==> src/rtl/nrwm_pkg.sv <==
// shared types and constants for the translation rule table
`timescale 1ns / 1ps

package nrwm_pkg;

  localparam int DEFAULT_TABLE_DEPTH = 64;

  localparam logic [1:0] KIND_EXACT         = 2'd0;
  localparam logic [1:0] KIND_ADDR_ANY_PORT = 2'd1;
  localparam logic [1:0] KIND_ANY_ADDR_PORT = 2'd2;
  localparam logic [1:0] KIND_NONE          = 2'd3;

  localparam logic FUNC_INSERT = 1'b0;
  localparam logic FUNC_LOOKUP = 1'b1;

  // transaction token walking down the cell row
  typedef struct packed {
    logic        vld;
    logic        lookup;
    logic [1:0]  kind;      // normalised key kind (insert only)
    logic [31:0] ip;        // normalised key address
    logic [15:0] port;      // normalised key port
    logic [31:0] tgt_ip;    // insert: new target, lookup: best target so far
    logic [15:0] tgt_port;
    logic [1:0]  best;      // lookup: best kind found so far
    logic        found;     // insert: key placed or overwritten, or invalid kind dropped
  } tok_t;

endpackage

==> src/rtl/nrwm_cell.sv <==
// one rule slot of the table, with the token stage that passes through it
`timescale 1ns / 1ps

module nrwm_cell
  import nrwm_pkg::*;
(
  input  logic clk,
  input  logic rst_n,
  input  tok_t tok_i,
  output tok_t tok_o
);

  logic        valid_r;
  logic [1:0]  kind_r;
  logic [31:0] ip_r;
  logic [15:0] port_r;
  logic [31:0] tip_r;
  logic [15:0] tport_r;
  tok_t        tok_r;
  tok_t        tok_nxt;

  logic ins_hit;
  logic ins_append;
  logic lk_hit;

  always_comb begin
    ins_hit    = tok_i.vld && !tok_i.lookup && valid_r && (kind_r == tok_i.kind) &&
                 (ip_r == tok_i.ip) && (port_r == tok_i.port);
    // valid slots are contiguous, so the first empty one sees every rule first
    ins_append = tok_i.vld && !tok_i.lookup && !valid_r && !tok_i.found;

    lk_hit = 1'b0;
    if (tok_i.vld && tok_i.lookup && valid_r) begin
      case (kind_r)
        KIND_EXACT:         lk_hit = (ip_r == tok_i.ip) && (port_r == tok_i.port);
        KIND_ADDR_ANY_PORT: lk_hit = (ip_r == tok_i.ip);
        KIND_ANY_ADDR_PORT: lk_hit = (port_r == tok_i.port);
        default:            lk_hit = 1'b0;
      endcase
    end

    tok_nxt       = tok_i;
    tok_nxt.found = tok_i.found | ins_hit | ins_append;
    if (lk_hit && (kind_r < tok_i.best)) begin
      tok_nxt.best     = kind_r;
      tok_nxt.tgt_ip   = tip_r;
      tok_nxt.tgt_port = tport_r;
    end
  end

  always_ff @(posedge clk) begin
    if (!rst_n) begin
      valid_r <= 1'b0;
    end else if (ins_append) begin
      valid_r <= 1'b1;
    end
  end

  always_ff @(posedge clk) begin
    if (ins_append) begin
      kind_r <= tok_i.kind;
      ip_r   <= tok_i.ip;
      port_r <= tok_i.port;
    end
    if (ins_append || ins_hit) begin
      tip_r   <= tok_i.tgt_ip;
      tport_r <= tok_i.tgt_port;
    end
  end

  always_ff @(posedge clk) begin
    if (!rst_n) begin
      tok_r <= '0;
    end else begin
      tok_r <= tok_nxt;
    end
  end

  assign tok_o = tok_r;

endmodule

==> config.mk <==
export PLATFORM = sky130hd
export DESIGN_NAME = nrwm_cell
export DESIGN_NICKNAME = d
export VERILOG_FILES = /design/src/rtl/nrwm_pkg.sv /design/src/rtl/nrwm_cell.sv
export SDC_FILE = /design/constraint.sdc
export NUM_CORES = 1
export LEC_CHECK = 0
export BUFFER_PORTS_ARGS = -buffer_cell sky130_fd_sc_hd__buf_2
export CAP_MARGIN = 40
export CORE_ASPECT_RATIO = 1.4
export CORE_MARGIN = 5
export CORE_UTILIZATION = 50
export DETAILED_ROUTE_END_ITERATION = 12
export PLACE_DENSITY = 0.78
export SYNTH_ARGS = -nofsm -noshare
export SYNTH_HDL_FRONTEND = slang
export SYNTH_SLANG_ARGS = --single-unit
==> constraint.sdc <==
create_clock -name clk -period 8.9 [get_ports clk]
set_input_delay 1.335 -clock clk [delete_from_list [all_inputs] [get_ports clk]]
set_output_delay 1.335 -clock clk [all_outputs]
set_load 0.02 [all_outputs]
==> key figures, run 1 <==
Floorplanning
  – Initial Utilization: 50.7%
  – Cell row count: 51
  – Die Y: 150 µm
  – Die width: 110 µm
  – Full die area: 16,500 µm²
  – IO Pins: 208
  – CORE AREA: 13,800 µm²

Global routing
  – Vias in the first global route: 4,612
  – Largest net degree at the start of global routing: 82
  – Antenna violations before repair: 0
  – First-pass GRT wire length: 22,500 µm
  – Grt ovf: 0
  – Total track usage: 17.1%

Synth
  – Post-synth cell types: 30
  – Syn avg cell area: 13.7 µm²
  – #FFs+latches synth: 202
  – Sequential fraction of the synthesis area: 71.6%
  – Post-Synth XOR/XNOR Area: 6.24%
  – Ys Warns: 0
  – Adder-Cell Fraction of Synth Area: 0.178%
  – Cell taking the most area after synthesis: edfxtp_1
  – Area share of the largest cell type after synthesis: 42.0%
  – Cell Area, Synth: 7010 µm²
  – Area contributors post-synth: edfxtp_1, dfxtp_1, mux2i_1
  – Mux cell area share after synthesis: 6.99%
  – Synth Area in Simple Gates: 12.2%
  – Synth Area in Compound Gates: 0.874%
  – Post-Syn Instances: 511
  – Largest family of logic cells by synthesized area: simple AND/OR/NAND/NOR gates
  – Syn Nets: 617

Cells and area
  – Syn-to-layout area delta: 26.1%
  – Layout Nets: 827
  – Share of cells above drive strength 1: 33.8%
  – Ant diodes: 0
  – FILL cells: 1,072

Clocking
  – CTS tree: yes
  – Total setup buffers inserted after CTS: 0
  – CTS buffer count: 19
  – Clock tree buffer depth: 3
  – Worst-Skew Late Latency: 0.49 ns
  – Clock Sinks: 202
  – CTS hold repair buffers: 0
  – H-Tree Depth: 1
  – Clk slew on worst S/H paths: 0.07 ns
  – Post-cts resize count: 0
  – Clk root buf: clkbuf_16

Worst setup path
  – Crit Path Class: input pin to flop
  – CP Max Fanout: 48
  – Crit Reg-Reg Startpoint: ip_r[28]
  – Worst Setup Start Kind: input pin
  – Worst endpoint data arrival time: 3.63 ns
  – Required @ worst endpoint: 9.29 ns
  – Crit path from: tok_i[95]
  – Crit end category: flop

STA
  – Setup_tns: 0 ns
  – Fin Clk Skew: 0.0234 ns
  – Unrepaired setup endpoints after global routing: no
  – Tightest Pin Transition: 0.822 ns
  – Max_slew headroom: 45.2%
  – Setup Viol. Count Final: 0
  – Fin crit period: 3.24 ns
  – Hold WS: 0.521 ns
  – Final hold vios: 0
  – Max Transition Viols Final: 0
  – Maximum clock frequency: 0.309 GHz
  – Final period utilization: 36.4%

Pwr
  – Leakage: 0.00362 µW
  – IR Drop Worst-Case VDD: 0.000156 V
  – PD cells: 223 nW/µm²

Place
  – Placer Congestion: 0.727
  – IO Port Bufs: 207
  – Final HPWL DP: 10,500 µm

Hold path
  – Hold/Removal Path Class: flop to flop
  – Min-delay src: tport_r[3]

Detailed routing
  – Average wire per standard cell: 15.8 µm
  – TritonRoute pass-1 iters: 4
  – Via count: 4,444
  – Iter 0 DRT Violations: 177
  – Vias per inst: 4.84
  – DRC viols: 0
  – Total wire length: 14,500 µm
  – Final ANT Viol Nets: 0

Job
  – Max cap viols: 0

Run status
  – Outcome: completed
-- cell families (layout without fill, tap and decap cells) --
group	count (synthesis)	after routing
compound gates	9	9
flops	202	202
simple gates	175	175
buf+inv	25	248
mux	49	49
xor+xnor	50	50
fa+ha+maj	1	1
-- synthesized netlist by cell type --
master and count:
a211oi_1 1, edfxtp_1 98, nand2_1 98, nand4_1 14, dfxtp_1 104, buf_8 2
o21a_1 2, xnor2_1 49, nor4b_1 1, nor4_1 2, mux2i_1 49, nand2b_1 1
o21bai_1 1, clkbuf_1 17, buf_4 2, a21oi_1 1, o21ai_0 2, nor2_1 2
nor4_2 1, nor3_2 1, o31ai_1 1, inv_1 3, ha_1 1, and2_1 52
or3_1 1, buf_6 1, nor3_1 1, nor2b_1 1, o311ai_1 1, xor2_1 1
-- worst paths after layout --
path	endpoint	slack, ns	cells after the start
worst min register to register	tok_o[6]	0.52	2
worst min-delay path	tok_o[6]	0.52	2
worst max-delay path	tok_o[31]	5.66	8
worst max register to register	tok_o[31]	6.25	7
-- layout make-up --
type / count / area (µm²) / area share [%]
Sequential cell: 202 / 5020 / 56.8
Clock inverter: 8 / 53.8 / 0.608
Multi-Input combinational cell: 284 / 1880 / 21.3
Clock buffer: 26 / 573 / 6.48
Inverter: 3 / 11.3 / 0.127
Timing Repair Buffer: 211 / 1070 / 12.1
Tap cell: 185 / 231 / 2.62
-- metal layers --
metal  up-vias  part of all wire (%)  GRT usage, %
met2       174                    48          28.6
met1      2093                    41          21.6
met3        26                   9.1          4.76
met4         0                   2.1          5.24
met5         -                     0             0
li1       2151                     -             -
-- per-stage QoR --
| stage | worst slack (ns) | std cells | instance area, µm² | power, µW | utilization [%] |
|---|---|---|---|---|---|
| 6_report | 5.66 | 919 | 8840 | 1970 | 63.9 |
| 5_1_grt | 5.41 | 919 | 8840 | 2050 | 63.9 |
| 4_1_cts | 5.58 | 919 | 8840 | 1990 | 63.9 |
| 3_5_place_dp | 5.07 | 885 | 8220 | 1200 | 59.3 |
| 3_3_place_gp | 5.16 | 885 | 8220 | 1200 | 59.3 |
| 2_1_floorplan | 1.94 | 511 | 7010 | 1130 | - |
-- registers in the layout, indices dropped and copies added (netlist names) --
signal   count
kind_r       2
tok_o      103
tip_r       32
ip_r        32
tport_r     16
port_r      16
valid_r      1
-- power by group --
group          switching [µW]  total, µW  internal (µW)
clock                     332        787            455
sequential               11.1       1030           1010
combinational            94.6        155           60.5
total                     438       1970           1530
-- placed cells by master (no fill, tap or decap), drive strengths merged, types with 4 or more instances in the layout --
cell / count
and2: 52
buf: 211
clkbuf: 26
clkinv: 6
dfxtp: 104
edfxtp: 98
inv: 4
mux2i: 49
nand2: 98
nand4: 14
xnor2: 49
-- worst max-delay path, stage by stage --
cell     delay, ns
buf_2         0.12
xnor2_1       0.16
nand4_1       0.16
nor4_1        0.47
a21oi_1       0.22
nor3_4        0.19
buf_4         0.66
mux2i_1       0.28
Power figures use the tool's default switching activity.
==> run 2, diff against run 1 <==
clock period = 3.24 ns   (was 8.9 ns; I/O delays follow)
==> run 2 against run 1 <==
  * Via count grew 0.97%
  * Clock power grew to 2.9 times the previous value
  * Register-to-register slack got worse by 5.3 ns
  * Largest power group unchanged
  * Combinational power grew to 2.8 times the previous value
  * Design area increased by 0.85%
  * Highest routed layer unchanged
  * Sequential share of layout area shrank 0.48 points
  * Critical path type is now flop to flop
  * Critical endpoint is now tok_o[49]
  * Count of clock-buffer cells in the layout grew 2
  * Largest cell class unchanged
==> key figures, run 2 (synthesis results as in run 1) <==
Run status
  – Outcome: completed (unchanged)

Cells and area
  – Commonest non-fill, non-tap cell in the layout: buf_2 (unchanged)
  – Final non-filler cell total: 922 (was 919)
  – Ant diodes: 0 (unchanged)
  – Share of cells above drive strength 1: 33.4% (was 33.8%)
  – Layout Nets: 829 (was 827)
  – Number of flip-flops under the largest register name: 103 (unchanged)
  – Syn-to-layout area delta: 27.1% (was 26.1%)
  – Most frequent cells in the layout: buf_2, dfxtp_1, nand2_1, edfxtp_1, and2_1 (unchanged)

STA
  – Setup Viol. Count Final: 0 (unchanged)
  – Fin Clk Skew: 0.00749 ns (was 0.0234 ns)
  – Tightest Pin Transition: 0.859 ns (was 0.822 ns)
  – Maximum clock frequency: 0.428 GHz
  – Max_slew headroom: 42.7% (was 45.2%)
  – Final hold vios: 0 (unchanged)
  – Fin crit period: 2.34 ns
  – Unrepaired setup endpoints after global routing: no (unchanged)
  – Final WS setup: 0.905 ns (was 5.66 ns)
  – Max Transition Viols Final: 0 (unchanged)
  – Final period utilization: 72.1%
  – Setup_tns: 0 ns (unchanged)
  – Hold WS: 0.199 ns (was 0.521 ns)

Hold path
  – Hold/Removal Path Class: input pin to flop (was flop to flop)

Worst setup path
  – Crit-path cells: xnor2_1 > nand4_1 > nor4_1 > a21oi_1 > nor3_4 > buf_12 > mux2i_1 (was buf_2 > xnor2_1 > nand4_1 > nor4_1 > a21oi_1 > nor3_4 > buf_4 > mux2i_1)
  – Worst Setup Start Kind: flop (was input pin)
  – Required @ worst endpoint: 3.63 ns (was 9.29 ns)
  – Crit Path Class: flop to flop (was input pin to flop)
  – Max incr delay on CP: 0.45 ns (was 0.66 ns)
  – Crit end category: flop (unchanged)
  – Worst endpoint data arrival time: 2.73 ns (was 3.63 ns)
  – Slowest cell on the critical path: nor4_1 (was buf_4)
  – CP Max Fanout: 48 (unchanged)

Place
  – Final HPWL DP: 10,300 µm (was 10,500 µm)
  – Dpl cells: 886 (was 885)
  – Placer Congestion: 0.728 (was 0.727)
  – IO Port Bufs: 207 (unchanged)
  – Place WS: 0.629 ns (was 5.07 ns)

Floorplanning
  – Die Y: 150 µm (unchanged)
  – Die width: 110 µm (unchanged)
  – Initial Utilization: 50.7% (unchanged)
  – Full die area: 16,500 µm² (unchanged)
  – CORE AREA: 13,800 µm² (unchanged)
  – IO Pins: 208 (unchanged)
  – Cell row count: 51 (unchanged)

Clocking
  – CTS tree: yes (unchanged)
  – Clk root buf: clkbuf_16 (unchanged)
  – H-Tree Depth: 1 (unchanged)
  – Clk slew on worst S/H paths: 0.06 ns (was 0.07 ns)
  – CTS buffer count: 20 (was 19)
  – Post-cts resize count: 0 (unchanged)
  – Total setup buffers inserted after CTS: 0 (unchanged)
  – Clock Sinks: 202 (unchanged)
  – Worst-Skew Late Latency: 0.47 ns (was 0.49 ns)
  – Clock tree buffer depth: 3 (unchanged)
  – CTS hold repair buffers: 0 (unchanged)

Global routing
  – Largest net degree at the start of global routing: 96 (was 82)
  – Antenna violations before repair: 0 (unchanged)
  – Total track usage: 17.1% (about the same)
  – First-pass GRT wire length: 22,500 µm (about the same)
  – Grt ovf: 0 (unchanged)
  – Vias in the first global route: 4,601 (was 4,612)

Detailed routing
  – DRC viols: 0 (unchanged)
  – TritonRoute pass-1 iters: 4 (unchanged)
  – Vias per inst: 4.87 (was 4.84)
  – Final ANT Viol Nets: 0 (unchanged)
  – Iter 0 DRT Violations: 207 (was 177)
  – Total wire length: 14,500 µm (about the same)
  – Via count: 4,487 (was 4,444)
  – Average wire per standard cell: 15.7 µm (was 15.8 µm)

Pwr
  – IR Drop Worst-Case VDD: 0.000401 V (was 0.000156 V)
  – PD cells: 619 nW/µm² (was 223 nW/µm²)
  – Leakage: 0.00365 µW (was 0.00362 µW)

Job
  – Max cap viols: 0 (unchanged)
run 2: changes by cell type in the layout (fill, tap and decap cells not counted), moves of 2 or more:
cell | before | now
clkbuf_1 | 1 | 5
bufinv_16 | 0 | 2
buf_12 | 0 | 2
clkinv_4 | 2 | 0
clkbuf_8 | 5 | 2
run 2: path summary, 6_finish.rpt:
| check | cells past startpoint | startpoint | end | slack [ns] |
|---|---|---|---|---|
| setup / recovery | 7 | ip_r[11] | tok_o[49] | 0.90 |
| hold / removal | 1 | tok_i[45] | tip_r[26] | 0.20 |
| hold reg to reg | 2 | tip_r[4] | tok_o[23] | 0.51 |
| setup reg to reg | 7 | ip_r[11] | tok_o[49] | 0.90 |
run 2: cell type report:
type                       count  area [µm²]
sequential                   202        5020
fill                        1049        4930
multi-input combinational    284        1890
timing repair buffer         212        1100
clock buffer                  28         572
tap                          185         231
clock inverter                 8        91.3
inverter                       3        11.3
run 2: through the flow:
| stage | util (%) | total power (µW) | cell area [µm²] |
|---|---|---|---|
| 3_3_place_gp | 59.6 | 3290 | 8260 |
| 6_report | 64.4 | 5520 | 8920 |
| 2_1_floorplan | - | 3100 | 7030 |
| 3_5_place_dp | 59.6 | 3310 | 8260 |
| 4_1_cts | 64.4 | 5590 | 8920 |
| 5_1_grt | 64.4 | 5740 | 8920 |
run 2: where the power goes:
| group | leakage, µW | internal, µW | total [µW] | switching, µW |
|---|---|---|---|---|
| Clock | 0.000325 | 1390 | 2270 | 883 |
| Sequential | 0.00176 | 2790 | 2820 | 30.0 |
| Combinational | 0.00156 | 169 | 428 | 259 |
run 2: critical path, delay by kind of cell, from the launching register on:
| family | cells | cell delay, ns |
|---|---|---|
| AOI/OAI and AO/OA | 1 | 0.20 |
| xor gates and xnor gates | 1 | 0.21 |
| buffers and inverters | 1 | 0.33 |
| DFF | 1 | 0.39 |
| muxes | 1 | 0.26 |
| and+or+nand+nor | 3 | 0.84 |
run 2: routing by layer:
metal | vias up | part of all wire, % | track usage (%)
met5 | - | 0 | 0
met4 | 0 | 2.2 | 5.05
met3 | 24 | 9.6 | 4.33
met2 | 183 | 49 | 29.4
met1 | 2115 | 40 | 21.1
li1 | 2165 | - | -
